<file path="config.mk">
export PLATFORM = sky130hd
export DESIGN_NAME = qam_symbol_mapper_unit_flat
export DESIGN_NICKNAME = d
export VERILOG_FILES = /design/src/rtl/qsm_pkg.sv /design/src/rtl/qsm_in_if.sv /design/src/rtl/qsm_out_if.sv /design/src/rtl/qam_symbol_mapper_unit.sv /design/src/rtl/qsm_collector.sv /design/src/rtl/qsm_level_scaler.sv /design/src/flat_wrapper.sv
export SDC_FILE = /design/constraint.sdc
export NUM_CORES = 1
export LEC_CHECK = 0
export ABC_AREA = 1
export BUFFER_PORTS_ARGS = -buffer_cell sky130_fd_sc_hd__buf_2
export CAP_MARGIN = 10
export CORE_MARGIN = 4
export CORE_UTILIZATION = 56
export CTS_CLUSTER_DIAMETER = 200
export DETAILED_ROUTE_END_ITERATION = 16
export GPL_ROUTABILITY_DRIVEN = 0
export HOLD_SLACK_MARGIN = 0.02
export PLACE_DENSITY_LB_ADDON = 0.25
export SYNTH_ARGS = -nofsm -noshare
export SYNTH_HDL_FRONTEND = slang
export SYNTH_SLANG_ARGS = --single-unit
</file>
<file path="constraint.sdc">
create_clock -name clk_i -period 3.8 [get_ports clk_i]
set_input_delay 0.38 -clock clk_i [delete_from_list [all_inputs] [get_ports clk_i]]
set_output_delay 0.38 -clock clk_i [all_outputs]
set_load 0.02 [all_outputs]
</file>
<file path="src/rtl/qsm_pkg.sv">
`timescale 1ns / 1ps
`default_nettype none

package qsm_pkg;

  localparam int unsigned GainW   = 15;
  localparam int unsigned ValueW  = 16;
  localparam int unsigned WordW   = 6;
  localparam int unsigned HeldW   = 5;
  localparam int unsigned CountW  = 3;
  localparam int unsigned CfgIdxW = 3;

  localparam logic [GainW-1:0] GainQpskReset  = 15'd23170;
  localparam logic [GainW-1:0] GainQam16Reset = 15'd10362;
  localparam logic [GainW-1:0] GainQam64Reset = 15'd5056;

  typedef enum logic [1:0] {
    MOD_QPSK  = 2'd0,
    MOD_QAM16 = 2'd1,
    MOD_QAM64 = 2'd2
  } qsm_mod_e;

  typedef enum logic [CfgIdxW-1:0] {
    CFG_MODE       = 3'd0,
    CFG_NORMALIZE  = 3'd1,
    CFG_GAIN_QPSK  = 3'd2,
    CFG_GAIN_QAM16 = 3'd3,
    CFG_GAIN_QAM64 = 3'd4
  } qsm_cfg_idx_e;

  typedef struct packed {
    qsm_mod_e          modulation;
    logic [WordW-1:0]  word;
    logic              length_error;
    logic              frame_last;
  } qsm_group_t;

  typedef struct packed {
    logic             normalize;
    logic [GainW-1:0] gain_qpsk;
    logic [GainW-1:0] gain_qam16;
    logic [GainW-1:0] gain_qam64;
  } qsm_scale_cfg_t;

endpackage

`default_nettype wire

</file>
<file path="src/rtl/qsm_in_if.sv">
`timescale 1ns / 1ps
`default_nettype none

interface qsm_in_if;
  logic valid;
  logic ready;
  logic bit_in;
  logic frame_end;

  modport source (output valid, output bit_in, output frame_end, input ready);
  modport sink (input valid, input bit_in, input frame_end, output ready);
endinterface

`default_nettype wire

</file>
<file path="src/rtl/qsm_out_if.sv">
`timescale 1ns / 1ps
`default_nettype none

interface qsm_out_if;
  logic               valid;
  logic               ready;
  logic signed [15:0] i_value;
  logic signed [15:0] q_value;
  logic               length_error;
  logic               frame_last;

  modport source (output valid, output i_value, output q_value, output length_error,
                  output frame_last, input ready);
  modport sink (input valid, input i_value, input q_value, input length_error,
                input frame_last, output ready);
endinterface

`default_nettype wire

</file>
<file path="src/rtl/qam_symbol_mapper_unit.sv">
// Pipeline: two register stages, one in the bit collector register and one in the
// level/scale result register. A group is registered in the collector when the bit that
// completes it (or ends its frame) is taken, then moves on once the result register can take it.
// Throughput: one bit per cycle, sustained unless a low out_o.ready stalls the input.
// Reset: clears the partial group and both valid flags; config registers take their defaults.
`timescale 1ns / 1ps
`default_nettype none

module qam_symbol_mapper_unit
  import qsm_pkg::*;
(
  input  wire logic               clk_i,
  input  wire logic               rst_ni,
  input  wire logic               cfg_we_i,
  input  wire logic [CfgIdxW-1:0] cfg_index_i,
  input  wire logic [GainW-1:0]   cfg_data_i,
  qsm_in_if.sink                  in_i,
  qsm_out_if.source               out_o
);

  logic [1:0]       mode_q;
  logic             normalize_q;
  logic [GainW-1:0] gain_qpsk_q;
  logic [GainW-1:0] gain_qam16_q;
  logic [GainW-1:0] gain_qam64_q;

  qsm_scale_cfg_t scale_cfg;
  logic           grp_valid;
  logic           grp_ready;
  qsm_group_t     grp;

  always_ff @(posedge clk_i or negedge rst_ni) begin
    if (!rst_ni) begin
      mode_q       <= MOD_QPSK;
      normalize_q  <= 1'b0;
      gain_qpsk_q  <= GainQpskReset;
      gain_qam16_q <= GainQam16Reset;
      gain_qam64_q <= GainQam64Reset;
    end else if (cfg_we_i) begin
      case (cfg_index_i)
        CFG_MODE:       mode_q       <= cfg_data_i[1:0];
        CFG_NORMALIZE:  normalize_q  <= cfg_data_i[0];
        CFG_GAIN_QPSK:  gain_qpsk_q  <= cfg_data_i;
        CFG_GAIN_QAM16: gain_qam16_q <= cfg_data_i;
        CFG_GAIN_QAM64: gain_qam64_q <= cfg_data_i;
        default: ;
      endcase
    end
  end

  assign scale_cfg.normalize  = normalize_q;
  assign scale_cfg.gain_qpsk  = gain_qpsk_q;
  assign scale_cfg.gain_qam16 = gain_qam16_q;
  assign scale_cfg.gain_qam64 = gain_qam64_q;

  qsm_collector u_collector (
    .clk_i       (clk_i),
    .rst_ni      (rst_ni),
    .mode_i      (mode_q),
    .in_i        (in_i),
    .grp_valid_o (grp_valid),
    .grp_ready_i (grp_ready),
    .grp_o       (grp)
  );

  qsm_level_scaler u_level_scaler (
    .clk_i       (clk_i),
    .rst_ni      (rst_ni),
    .cfg_i       (scale_cfg),
    .grp_valid_i (grp_valid),
    .grp_ready_o (grp_ready),
    .grp_i       (grp),
    .out_o       (out_o)
  );

endmodule

`default_nettype wire

</file>
<file path="src/rtl/qsm_collector.sv">
`timescale 1ns / 1ps
`default_nettype none

module qsm_collector
  import qsm_pkg::*;
(
  input  wire logic       clk_i,
  input  wire logic       rst_ni,
  input  wire logic [1:0] mode_i,
  qsm_in_if.sink          in_i,
  output logic            grp_valid_o,
  input  wire logic       grp_ready_i,
  output qsm_group_t      grp_o
);

  logic [HeldW-1:0]  held_bits_q, held_bits_d;
  logic [CountW-1:0] held_count_q, held_count_d;
  logic              grp_valid_q, grp_valid_d;
  qsm_group_t        grp_q, grp_d;

  qsm_mod_e          modulation;
  logic [CountW-1:0] group_size;
  logic [CountW-1:0] count;
  logic [WordW-1:0]  word;
  logic              emit;
  logic              produce;
  logic              in_xfer;

  always_comb begin
    case (mode_i)
      MOD_QPSK: begin
        modulation = MOD_QPSK;
        group_size = 3'd2;
      end
      MOD_QAM16: begin
        modulation = MOD_QAM16;
        group_size = 3'd4;
      end
      default: begin
        modulation = MOD_QAM64;
        group_size = 3'd6;
      end
    endcase
  end

  assign word    = {held_bits_q, in_i.bit_in};
  assign count   = held_count_q + 3'd1;
  assign emit    = (count >= group_size);
  assign produce = emit || in_i.frame_end;

  assign in_i.ready = !grp_valid_q || grp_ready_i;
  assign in_xfer    = in_i.valid && in_i.ready;

  always_comb begin
    held_bits_d  = held_bits_q;
    held_count_d = held_count_q;
    grp_valid_d  = grp_valid_q;
    grp_d        = grp_q;
    if (grp_valid_q && grp_ready_i) begin
      grp_valid_d = 1'b0;
    end
    if (in_xfer) begin
      if (produce) begin
        held_bits_d             = '0;
        held_count_d            = '0;
        grp_valid_d             = 1'b1;
        grp_d.modulation        = modulation;
        grp_d.word              = word;
        grp_d.length_error      = !emit;
        grp_d.frame_last        = in_i.frame_end;
      end else begin
        held_bits_d  = word[HeldW-1:0];
        held_count_d = count;
      end
    end
  end

  always_ff @(posedge clk_i or negedge rst_ni) begin
    if (!rst_ni) begin
      held_bits_q  <= '0;
      held_count_q <= '0;
      grp_valid_q  <= 1'b0;
    end else begin
      held_bits_q  <= held_bits_d;
      held_count_q <= held_count_d;
      grp_valid_q  <= grp_valid_d;
    end
  end

  always_ff @(posedge clk_i) begin
    grp_q <= grp_d;
  end

  assign grp_valid_o = grp_valid_q;
  assign grp_o       = grp_q;

endmodule

`default_nettype wire

</file>
<file path="src/rtl/qsm_level_scaler.sv">
`timescale 1ns / 1ps
`default_nettype none

module qsm_level_scaler
  import qsm_pkg::*;
(
  input  wire logic           clk_i,
  input  wire logic           rst_ni,
  input  wire qsm_scale_cfg_t cfg_i,
  input  wire logic           grp_valid_i,
  output logic                grp_ready_o,
  input  wire qsm_group_t     grp_i,
  qsm_out_if.source           out_o
);

  function automatic logic signed [ValueW-1:0] scale_level(
    input logic             neg,
    input logic [2:0]       mag,
    input logic [GainW-1:0] gain,
    input logic             normalize
  );
    logic [GainW+2:0]  prod;
    logic [GainW-1:0]  r;
    logic [ValueW-1:0] ext;
    prod = ({{(GainW){1'b0}}, mag} * {3'b000, gain}) + 18'd4;
    if (normalize) begin
      r = prod[GainW+2:3];
    end else begin
      r = {mag, 12'd0};
    end
    ext = {1'b0, r};
    return neg ? $signed(-ext) : $signed(ext);
  endfunction

  logic                     out_valid_q, out_valid_d;
  logic signed [ValueW-1:0] i_value_q, i_value_d;
  logic signed [ValueW-1:0] q_value_q, q_value_d;
  logic                     length_error_q, length_error_d;
  logic                     frame_last_q, frame_last_d;

  logic             i_neg, q_neg;
  logic [2:0]       i_mag, q_mag;
  logic [GainW-1:0] gain;
  logic             grp_xfer;

  always_comb begin
    case (grp_i.modulation)
      MOD_QPSK: begin
        i_neg = !grp_i.word[1];
        i_mag = 3'd1;
        q_neg = !grp_i.word[0];
        q_mag = 3'd1;
        gain  = cfg_i.gain_qpsk;
      end
      MOD_QAM16: begin
        i_neg = !grp_i.word[3];
        i_mag = grp_i.word[2] ? 3'd3 : 3'd1;
        q_neg = !grp_i.word[1];
        q_mag = grp_i.word[0] ? 3'd3 : 3'd1;
        gain  = cfg_i.gain_qam16;
      end
      default: begin
        i_neg = !grp_i.word[5];
        i_mag = {grp_i.word[5] ? grp_i.word[4:3] : ~grp_i.word[4:3], 1'b1};
        q_neg = !grp_i.word[2];
        q_mag = {grp_i.word[2] ? grp_i.word[1:0] : ~grp_i.word[1:0], 1'b1};
        gain  = cfg_i.gain_qam64;
      end
    endcase
  end

  assign grp_ready_o = !out_valid_q || out_o.ready;
  assign grp_xfer    = grp_valid_i && grp_ready_o;

  always_comb begin
    out_valid_d    = out_valid_q;
    i_value_d      = i_value_q;
    q_value_d      = q_value_q;
    length_error_d = length_error_q;
    frame_last_d   = frame_last_q;
    if (out_valid_q && out_o.ready) begin
      out_valid_d = 1'b0;
    end
    if (grp_xfer) begin
      out_valid_d    = 1'b1;
      length_error_d = grp_i.length_error;
      frame_last_d   = grp_i.frame_last;
      if (grp_i.length_error) begin
        i_value_d = '0;
        q_value_d = '0;
      end else begin
        i_value_d = scale_level(i_neg, i_mag, gain, cfg_i.normalize);
        q_value_d = scale_level(q_neg, q_mag, gain, cfg_i.normalize);
      end
    end
  end

  always_ff @(posedge clk_i or negedge rst_ni) begin
    if (!rst_ni) begin
      out_valid_q <= 1'b0;
    end else begin
      out_valid_q <= out_valid_d;
    end
  end

  always_ff @(posedge clk_i) begin
    i_value_q      <= i_value_d;
    q_value_q      <= q_value_d;
    length_error_q <= length_error_d;
    frame_last_q   <= frame_last_d;
  end

  assign out_o.valid        = out_valid_q;
  assign out_o.i_value      = i_value_q;
  assign out_o.q_value      = q_value_q;
  assign out_o.length_error = length_error_q;
  assign out_o.frame_last   = frame_last_q;

endmodule

`default_nettype wire

</file>
<file path="src/flat_wrapper.sv">
// flat-port wrapper written by rule: the top's interface ports become plain ports
module qam_symbol_mapper_unit_flat import qsm_pkg::*;
  (clk_i, rst_ni, cfg_we_i, cfg_index_i, cfg_data_i, in_i_valid, in_i_bit_in, in_i_frame_end, in_i_ready, out_o_valid, out_o_i_value, out_o_q_value, out_o_length_error, out_o_frame_last, out_o_ready);
  qsm_in_if in_i_i ();
  qsm_out_if out_o_i ();
  input  wire logic clk_i;
  input  wire logic rst_ni;
  input  wire logic cfg_we_i;
  input  wire logic [CfgIdxW-1:0] cfg_index_i;
  input  wire logic [GainW-1:0] cfg_data_i;
  input wire logic [$bits(in_i_i.valid)-1:0] in_i_valid;
  input wire logic [$bits(in_i_i.bit_in)-1:0] in_i_bit_in;
  input wire logic [$bits(in_i_i.frame_end)-1:0] in_i_frame_end;
  output wire logic [$bits(in_i_i.ready)-1:0] in_i_ready;
  output wire logic [$bits(out_o_i.valid)-1:0] out_o_valid;
  output wire logic [$bits(out_o_i.i_value)-1:0] out_o_i_value;
  output wire logic [$bits(out_o_i.q_value)-1:0] out_o_q_value;
  output wire logic [$bits(out_o_i.length_error)-1:0] out_o_length_error;
  output wire logic [$bits(out_o_i.frame_last)-1:0] out_o_frame_last;
  input wire logic [$bits(out_o_i.ready)-1:0] out_o_ready;
  assign in_i_i.valid = in_i_valid;
  assign in_i_i.bit_in = in_i_bit_in;
  assign in_i_i.frame_end = in_i_frame_end;
  assign in_i_ready = in_i_i.ready;
  assign out_o_valid = out_o_i.valid;
  assign out_o_i_value = out_o_i.i_value;
  assign out_o_q_value = out_o_i.q_value;
  assign out_o_length_error = out_o_i.length_error;
  assign out_o_frame_last = out_o_i.frame_last;
  assign out_o_i.ready = out_o_ready;
  qam_symbol_mapper_unit u_core (.clk_i(clk_i), .rst_ni(rst_ni), .cfg_we_i(cfg_we_i), .cfg_index_i(cfg_index_i), .cfg_data_i(cfg_data_i), .in_i(in_i_i), .out_o(out_o_i));
endmodule
</file>
### Word-level counts from Yosys, hierarchy flattened

Index checks and enable logic that the tools add are counted.

| word-level totals | value |
|---|---|
| word-level logic and storage cells | 89 |
| memories kept | 0 |
| bits in read-only memories | 0 |
| memory bits (writable) | 0 |
| bits in latches | 0 |
| bits of input ports | 25 |
| register bits | 102 |

| operators by class | value |
|---|---|
| div/mod/pow operators | 0 |
| $lt $le $gt $ge | 1 |
| mux-type cells | 26 |
| equality and inequality tests | 6 |
| multipliers | 2 |
| reductions and logical operators | 26 |
| bitwise logic cells | 4 |
| $add $sub $neg | 5 |
| shift-type cells | 0 |

Operators by type and width:

| cell | number |
|---|---|
| 15-bit 2-to-1 mux | 8 |
| 18-bit by 3-bit adder with 18-bit output, second input constant | 2 |
| 3-bit by 15-bit multiplier with 18-bit output | 2 |
| 15-bit negation with 16-bit output | 2 |
| 15-bit case mux with 2 select lines | 1 |
| 3-bit case mux with 2 select lines | 3 |
| 2-bit AND reduction | 6 |
| 1-bit zero test | 8 |
| 2-bit 2-to-1 mux | 4 |
| 3-bit by 2-bit equality test with 1-bit output, second input constant | 2 |
| 1-bit 2-to-1 mux | 5 |
| 5-bit 2-to-1 mux | 1 |
| 2-bit by 1-bit equality test with 1-bit output, second input constant | 2 |
| 2-bit zero test | 2 |
| 2-bit NOT | 2 |
| 1-bit case mux with 2 select lines | 2 |
| 2-bit case mux with 2 select lines | 1 |
| 2-bit OR reduction | 2 |
| 3-bit by 1-bit adder with 3-bit output, second input constant | 1 |
| 3-bit by 1-bit equality test with 1-bit output, second input constant | 1 |
| 3-bit equality test, second input constant | 1 |
| 3-bit greater-or-equal comparator | 1 |
| 1-bit logical AND | 3 |
| 3-bit zero test | 1 |
| 4 further kinds | 7 |

### Depth between registers and ports, before layout

Gate-level depths: netlist of the first run.

| depth | value |
|---|---|
| depth in word-level cells | 10 |
| mapped depth | 27 |
| mapped depth without buffers | 26 |

### By module

From an unflattened synthesis of the first run, not the netlist that was laid out.

| unflattened totals | value |
|---|---|
| cells, all modules | 1,159 |
| area total of the unflattened synthesis | 8,553.2 um^2 |

Modules (own cells, without submodules):

| module | area an instance (um^2) | seq. area each (um^2) | times used | cells an instance |
|---|---|---|---|---|
| qsm_level_scaler | 5,690.5 | 1,046.0 | 1 | 850 |
| qam_symbol_mapper_unit | 1,984.4 | 1,223.7 | 1 | 220 |
| qsm_collector | 878.3 | 525.5 | 1 | 89 |

### Worst setup path before layout of the first run

OpenSTA, ideal clock, no wires.

| path | value |
|---|---|
| kind | register to register |
| start point | register u_core.u_collector.grp_q (netlist bit u_core.u_collector.grp_o[9]) |
| end point | register u_core.u_level_scaler.q_value_q[15], in the netlist u_core.u_level_scaler.out_o.q_value[15], data pin |
| path buffers | 2 |
| setup time | 0.249 ns |
| setup slack | -0.319 ns |
| cell stages (with the launch flop) | 25 |
| data required time | 3.551 ns |
| arrival time | 3.870 ns |
| clock period less this slack | 4.119 ns |
| cell sequence | edfxtp_1 buf_2 inv_1 buf_1 nor2_1 a21oi_1 o21a_1 inv_1 fa_1 inv_1 ha_1 ha_1 fa_1 nand3_1 nand2_1 nand2_1 nand3b_1 nand3_2 nand2_2 nor2_2 nand2_1 nor2_2 nand4_1 nand2_1 inv_1 |

| on the way | value |
|---|---|
| cells in the longest elaborated chain, start to end | 8 |
| elaborated cells on any way between the ends | 13 |
| classes of those cells | 2 x add/sub; 1 x mul; 1 x eq/ne; 6 x mux; 1 x bitwise; 2 x reduce/logical |

RTL lines:

| what | line | RTL |
|---|---|---|
| start: declaration | qsm_collector.sv:19 | `qsm_group_t grp_q, grp_d;` |
| start signal: assignment | qsm_collector.sv:91 | `grp_q <= grp_d;` |
| 2-bit by 1-bit equality test with 1-bit output / 2-bit zero test (equally long branches) | qsm_level_scaler.sv:47 | `case (grp_i.modulation)` |
| 3-bit case mux with 2 select lines / 15-bit case mux with 2 select lines (equally long branches) | qsm_level_scaler.sv:47 |  |
| 3-bit by 15-bit multiplier with 18-bit output | qsm_level_scaler.sv:25 | `prod = ({{(GainW){1'b0}}, mag} * {3'b000, gain}) + 18'd4;` |
| 18-bit by 3-bit adder with 18-bit output | qsm_level_scaler.sv:25 |  |
| 15-bit 2-to-1 mux | qsm_level_scaler.sv:26 | `if (normalize) begin` |
| 15-bit 2-to-1 mux | qsm_level_scaler.sv:88 | `if (grp_i.length_error) begin` |
| 15-bit 2-to-1 mux | qsm_level_scaler.sv:84 | `if (grp_xfer) begin` |
| 15-bit negation with 16-bit output | qsm_level_scaler.sv:32 | `return neg ? $signed(-ext) : $signed(ext);` |
| end signal: assignment | qsm_level_scaler.sv:108 | `q_value_q <= q_value_d;` |
| end: declaration | qsm_level_scaler.sv:37 | `logic signed [ValueW-1:0] q_value_q, q_value_d;` |

Several ways; a longest one is shown, not always the timed one. The select of a mux whose other input is x is not followed.
A chain may end at the register's enable or synchronous reset.

### Worst setup path after layout of the first run

| path | value |
|---|---|
| start point | register u_core.u_collector.grp_q (netlist bit u_core.u_collector.grp_o[9]) |
| end point | register u_core.u_level_scaler.i_value_q[14], in the netlist u_core.u_level_scaler.out_o.i_value[14], data pin |

| on the way | value |
|---|---|
| cells in the longest elaborated chain, start to end | 9 |
| elaborated cells on any way between the ends | 12 |
| classes of those cells | 2 x add/sub; 1 x mul; 1 x eq/ne; 7 x mux; 1 x reduce/logical |

RTL lines:

| what | line | RTL |
|---|---|---|
| 2-bit by 1-bit equality test with 1-bit output / 2-bit zero test (equally long branches) | qsm_level_scaler.sv:47 |  |
| 3-bit case mux with 2 select lines / 15-bit case mux with 2 select lines (equally long branches) | qsm_level_scaler.sv:47 |  |
| 3-bit by 15-bit multiplier with 18-bit output | qsm_level_scaler.sv:25 |  |
| 18-bit by 3-bit adder with 18-bit output | qsm_level_scaler.sv:25 |  |
| 15-bit 2-to-1 mux | qsm_level_scaler.sv:26 |  |
| 15-bit 2-to-1 mux | qsm_level_scaler.sv:88 |  |
| 15-bit 2-to-1 mux | qsm_level_scaler.sv:84 |  |
| 15-bit negation with 16-bit output | qsm_level_scaler.sv:32 |  |
| 15-bit 2-to-1 mux (*) | qsm_level_scaler.sv:32 |  |
| end signal: assignment | qsm_level_scaler.sv:107 | `i_value_q <= i_value_d;` |
| end: declaration | qsm_level_scaler.sv:36 | `logic signed [ValueW-1:0] i_value_q, i_value_d;` |

Mark *: on every way between the ends. The rest lies on a longest branch, timed or not. The select of a mux whose other input is x is not followed.

==> results_dict.tcl, run 1 <==
set metrics [dict create \
    status "finished with violations" \
    violations "negative setup slack" \
    drtIter0Drc 1053 \
    htree_levels 3 \
    vias 9218 \
    drc_errors 0 \
    cp_data_required_time_ns 3.92 \
    synthTopCellsByArea "edfxtp_1, nand2_1, dfrtp_1, ha_1, inv_1" \
    max_stage_delay_ns 0.66 \
    port_buffers 60 \
    grt_max_degree 35 \
    final_common_cell "nand2_1" \
    min_period_ns 4.22 \
    drv_cap 0 \
    slew_violations 0 \
    synth_edf_count 44 \
    clock_skew_ns 0.0132 \
    synth_cell_type_count 41 \
    dieArea_mm2 0.0165 \
    dp_cells 1423 \
    cts_buffers 9 \
    worstMarginPinSlew_ns 1.17 \
    synth_area_leader_cell "edfxtp_1" \
    core.rowCount 43 \
    cts_tree "yes" \
    cp-end-kind "register" \
    hold_class "input port to asynchronous set/reset pin" \
    start_util 0.580 \
    syn-cell-area_mm2 0.00814 \
    setup_viol 25 \
    synth_warnings 0 \
    start_kind "register" \
    n_antenna_cell 0 \
    synth_compound_area_frac 0.110 \
    viasPerCell 6.24 \
    period_share 1.11 \
    final_nets 1410 \
    io_pins 61 \
    dr.pass1.iters 7 \
    worstReg2RegStart "u_core.u_collector.grp_o[9]$_DFFE_PP_" \
    clk_pin_slew_worst_paths_ns 0.08 \
    area_growth_pct 43.8 \
    core_area_mm2 0.0140 \
    clockBufferDepth 2 \
    ys_seq_elements 102 \
    rrSetupSlack_ns -0.42 \
    synth_top_family_by_area "simple AND/OR/NAND/NOR gates" \
    dp_hpwl_um 15000 \
    routed_wl_um 30500 \
    syn_avg_cell_area_um2 7.44 \
    stdcell_area_mm2 0.0117 \
    final_cell_mix "nand2_1, inv_1, buf_4" \
    drive_above_1_share 0.444 \
    slew_headroom 0.219 \
    wl_per_cell_um 20.6 \
    hold_violations 0 \
    ff2ff_path_depth 25 \
    cts.sinks 102 \
    finalNonFillerCells 1477 \
    die_w_um 129 \
    regToRegEndpoint "u_core.u_level_scaler.out_o.i_value[14]$_SDFFCE_PP0P_" \
    cp.arrival_ns 4.35 \
    yosys.area_share.simple 0.271 \
    final.fill_count 741 \
    synthAdderAreaFrac 0.167 \
    overflow 0 \
    yosysTopAreaCellShare 0.162 \
    clk_latency_ns 0.37 \
    muxShareOfSynthArea 0 \
    slowest_stage "fa_1" \
    async_flop_share 0.569 \
    grt_pass1_vias 8149 \
    root_buffer "clkbuf_16" \
    dominantRegCellSynth "edfxtp_1" \
    grt_setup_unrepaired "yes" \
    syn_nets 1212 \
    track_usage 0.278 \
    timing.fmax_ghz 0.237 \
    cp_max_fo 7 \
    crit_type "register to register" \
    hold_buffers 0 \
    path_buf_inv 6 \
    synth_xor_area_frac 0.00108 \
    crit_family "adder cells" \
    postPlaceCellArea_mm2 0.00946 \
    antenna_found_initial 0 \
    synthCells 1094 \
    synth-seq-area-share 0.343 \
    grt_pass1_wl_um 37100 \
    die_h_um 129 \
    setup_ws_ns -0.422 \
    antenna_left 0 \
]
## registers in the layout (all words and copies together) (netlist names), 2 cells and up
register	count
u_core.u_collector.held_count_q	3
u_core.u_level_scaler.out_o.q_value	16
u_core.u_collector.grp_o	10
u_core.gain_qam16_q	15
u_core.mode_q	2
u_core.u_collector.held_bits_q	5
u_core.gain_qam64_q	15
u_core.u_level_scaler.out_o.i_value	16
u_core.gain_qpsk_q	15
## metrics by stage
step           setup slack [ns]  setup TNS (ns)   util  hold WS, ns
2_1_floorplan           0.00261               0      -       0.0844
3_3_place_gp             -0.280           -4.20  0.674        0.415
3_5_place_dp             -0.394           -6.12  0.674        0.416
4_1_cts                 -0.0520          -0.279  0.766       0.0323
5_1_grt                  -0.637          -10.13  0.834       0.0645
6_report                 -0.422           -5.79  0.834       0.0121
## worst register-to-register path, stage by stage, from the launching register on
cell	delay, ns
edfxtp_1	0.36
buf_6	0.18
nor2_4	0.07
buf_4	0.16
a21oi_2	0.11
o21a_2	0.20
buf_4	0.14
nand2_2	0.08
fa_1	0.66
inv_2	0.09
ha_4	0.26
ha_4	0.27
nand2_2	0.12
inv_1	0.06
nand2_1	0.09
nand2_1	0.09
nand2_2	0.10
nand3_2	0.09
nand2_1	0.08
nand3_2	0.10
nand2_1	0.15
inv_1	0.08
nand3_2	0.07
nand2_2	0.07
a21oi_1	0.22
nor2_1	0.06
## cell usage after synthesis (all sizes together), types with 14 or more instances
| library cell | number |
|---|---|
| nand2 | 309 |
| nand4 | 14 |
| fa | 26 |
| dfrtp | 40 |
| clkbuf | 17 |
| dfstp | 18 |
| ha | 67 |
| nand3 | 70 |
| nor2 | 86 |
| edfxtp | 44 |
| inv | 201 |
| a21oi | 58 |
| o21ai | 79 |
## routing by layer
metal | track usage | up-vias | part of all wire
met5 | 0 | - | 0
met4 | 0.133 | 0 | 0.078
met3 | 0.0382 | 265 | 0.097
met2 | 0.498 | 743 | 0.47
met1 | 0.330 | 4305 | 0.35
li1 | - | 3905 | -
## worst max path at each step
stage                                                from                                                     to  slack, ns  depth (start not counted)
floorplan           u_core.u_collector.grp_o[9]$_DFFE_PP_  u_core.u_level_scaler.out_o.i_value[14]$_SDFFCE_PP0P_      0.003                         23
global placement    u_core.u_collector.grp_o[9]$_DFFE_PP_  u_core.u_level_scaler.out_o.q_value[13]$_SDFFCE_PP0P_      -0.28                         23
detailed placement  u_core.u_collector.grp_o[8]$_DFFE_PP_  u_core.u_level_scaler.out_o.q_value[13]$_SDFFCE_PP0P_      -0.39                         24
CTS                 u_core.u_collector.grp_o[9]$_DFFE_PP_  u_core.u_level_scaler.out_o.q_value[11]$_SDFFCE_PP0P_      -0.05                         25
global route        u_core.u_collector.grp_o[9]$_DFFE_PP_  u_core.u_level_scaler.out_o.i_value[14]$_SDFFCE_PP0P_      -0.64                         24
finish              u_core.u_collector.grp_o[9]$_DFFE_PP_  u_core.u_level_scaler.out_o.i_value[14]$_SDFFCE_PP0P_      -0.42                         25
## layout make-up
class / count / area (um2) / share of cell area
Sequential cell: 102 / 2800 / 0.239
Tap cell: 180 / 225 / 0.0192
Timing Repair Buffer: 212 / 1530 / 0.131
Clock inverter: 7 / 128 / 0.0109
Inverter: 201 / 772 / 0.0659
Clock buffer: 9 / 225 / 0.0192
Timing Repair inverter: 1 / 7.51 / 0.000641
Multi-Input combinational cell: 765 / 6020 / 0.514
## timing repair
action,CTS,global route
setup buffers,20,18
gates resized for setup,170,207
pin swaps,72,92
setup endpoints to repair,26,26
gates cloned,2,0
## kinds of logic (layout without fill, tap and decap cells)
family                     Yosys count  after routing
xor gates and xnor gates             1              1
AOI/OAI and AO/OA                  164            164
and+or+nand+nor                    507            507
buffers and inverters              227            430
DFF                                102            102
adders and majority gates           93             93
Power of run 1 is not shown: default switching activity piles up to over one toggle a cycle in this logic, so the estimate is an artifact.
==> run 2, diff against run 1 <==
CORE_UTILIZATION = 50   (was 56)
PLACE_DENSITY = 0.7   (was not set)
PLACE_DENSITY_LB_ADDON = not set   (was 0.25)
==> run 2 against run 1 <==
Effect of this change: the run still ends with negative setup slack left; non-clock buffer count grew 11; die area increased by 11%; global-route usage decreased by 5.3 points; cell count is 3.2% higher; final area shrank 0.13%; sequential share of layout area barely moved; fmax increased by 3.8%; flip-flop and latch count did not move; count of clock-buffer cells in the layout up 1; core utilization is 10 points lower; critical path type unchanged.
==> results_dict.tcl, run 2 (synthesized netlist as in run 1, its figures left out) <==
set metrics [dict create \
    antenna_found_initial 0 \
    cp_data_required_time_ns 3.93 \
    dp_cells 1462 \
    track_usage 0.225 \
    min_period_ns 4.07 \
    start_util 0.511 \
    dr.pass1.iters 5 \
    wl_per_cell_um 16.6 \
    io_pins 61 \
    finalNonFillerCells 1524 \
    dieArea_mm2 0.0184 \
    rrSetupSlack_ns -0.27 \
    hold_class "input port to asynchronous set/reset pin" \
    setup_ws_ns -0.266 \
    drtIter0Drc 530 \
    core.rowCount 46 \
    status "finished with violations" \
    slew_headroom 0.286 \
    clk_latency_ns 0.38 \
    slew_violations 0 \
    vias 8330 \
    cp-end-kind "register" \
    area_growth_pct 43.6 \
    grt_pass1_vias 7200 \
    cts.sinks 102 \
    drc_errors 0 \
    cts_tree "yes" \
    stdcell_area_mm2 0.0117 \
    root_buffer "clkbuf_16" \
    violations "negative setup slack" \
    cp_max_fo 6 \
    hold_violations 0 \
    max_stage_delay_ns 0.43 \
    slowest_stage "edfxtp_1" \
    cts_buffers 9 \
    antenna_left 0 \
    worstMarginPinSlew_ns 1.07 \
    crit_type "register to register" \
    timing.fmax_ghz 0.246 \
    clk_pin_slew_worst_paths_ns 0.08 \
    clockBufferDepth 2 \
    grt_setup_unrepaired "yes" \
    postPlaceCellArea_mm2 0.00952 \
    setup_tns_ns -4.19 \
    cp.arrival_ns 4.20 \
    crit_top_cell "nand2_1" \
    port_buffers 60 \
    n_antenna_cell 0 \
    final_common_cell "nand2_1" \
    dp_hpwl_um 14700 \
    htree_levels 3 \
    setup_viol 24 \
    hold_buffers 0 \
    grt_max_degree 35 \
    start_kind "register" \
    crit_chain "buf_6, nor2_4, inv_4, buf_4, o21a_4, buf_4, nand2_1, fa_1, inv_1, ha_1, ha_4, nand2_1, nand2_1, inv_1, nand2_2, nand2_1, nand2_1, nand2_1, nand3_2, nand3_2, nor2_4, nand3_2, a21oi_2, nor2_1" \
    die_w_um 136 \
    routed_wl_um 25300 \
    die_h_um 136 \
    final_cell_mix "nand2_1, inv_1, buf_4" \
    clock_skew_ns 0.0155 \
    grt_pass1_wl_um 33500 \
    final_nets 1421 \
    overflow 0 \
    period_share 1.07 \
    core_area_mm2 0.0159 \
    drive_above_1_share 0.419 \
    viasPerCell 5.47 \
    drv_cap 0 \
]
==> run 2: layer usage <==
layer,GRT usage,up-vias,share of wire
li1,-,3923,-
met1,0.291,3833,0.38
met2,0.381,434,0.50
met3,0.0323,140,0.060
met4,0.0907,0,0.061
met5,0,-,0
==> run 2: cell type report <==
| class | count | area [um2] |
|---|---|---|
| Clock inverter | 6 | 77.6 |
| Multi-Input combinational cell | 765 | 5930 |
| Timing Repair inverter | 1 | 7.51 |
| Inverter | 201 | 764 |
| Fill cell | 1036 | 4250 |
| Clock buffer | 10 | 239 |
| Timing Repair Buffer | 223 | 1610 |
| Sequential cell | 102 | 2800 |
| Tap cell | 216 | 270 |
==> run 2: final timing paths <==
path | start | end | cells after the start
max | u_core.u_collector.grp_o[9]$_DFFE_PP_ | u_core.u_level_scaler.out_o.i_value[13]$_SDFFCE_PP0P_ | 24
min | rst_ni | u_core.u_collector.held_count_q[0]$_DFFE_PN0P_ | 1
max reg2reg | u_core.u_collector.grp_o[9]$_DFFE_PP_ | u_core.u_level_scaler.out_o.i_value[13]$_SDFFCE_PP0P_ | 24
min reg2reg | u_core.u_collector.grp_o[0]$_DFFE_PP_ | u_core.u_level_scaler.out_o.frame_last$_DFFE_PP_ | 0
max in group asynchronous | rst_ni | u_core.gain_qam16_q[6]$_DFFE_PN1P_ | 2
min in group clk_i | in_i_bit_in | u_core.u_collector.grp_o[2]$_DFFE_PP_ | 1
==> run 2: worst max-delay path: cells and delay by family, from the launching register on <==
family	cells	cell delay (ns)
AOI/OAI and AO/OA	2	0.35
adders and majority gates	3	1.03
and+or+nand+nor	13	1.34
buffers and inverters	6	0.68
DFF	1	0.43
==> run 2: through the flow <==
step / worst slack [ns] / utilization / hold WS [ns]
2_1_floorplan: 0.00261 / - / 0.0844
3_3_place_gp: -0.322 / 0.597 / 0.409
3_5_place_dp: -0.406 / 0.597 / 0.416
4_1_cts: -0.102 / 0.661 / 0.0817
5_1_grt: -0.420 / 0.733 / 0.126
6_report: -0.266 / 0.733 / 0.0538
==> run 2: timing repair <==
action	4_1_cts	5_1_grt
endpoints found under the hold margin	0	0
cloned	1	0
pin swaps	41	92
resized for setup	107	230
setup buffers	23	22
endpoints found under the setup margin	26	28
Power of run 2 is left out for the same reason.
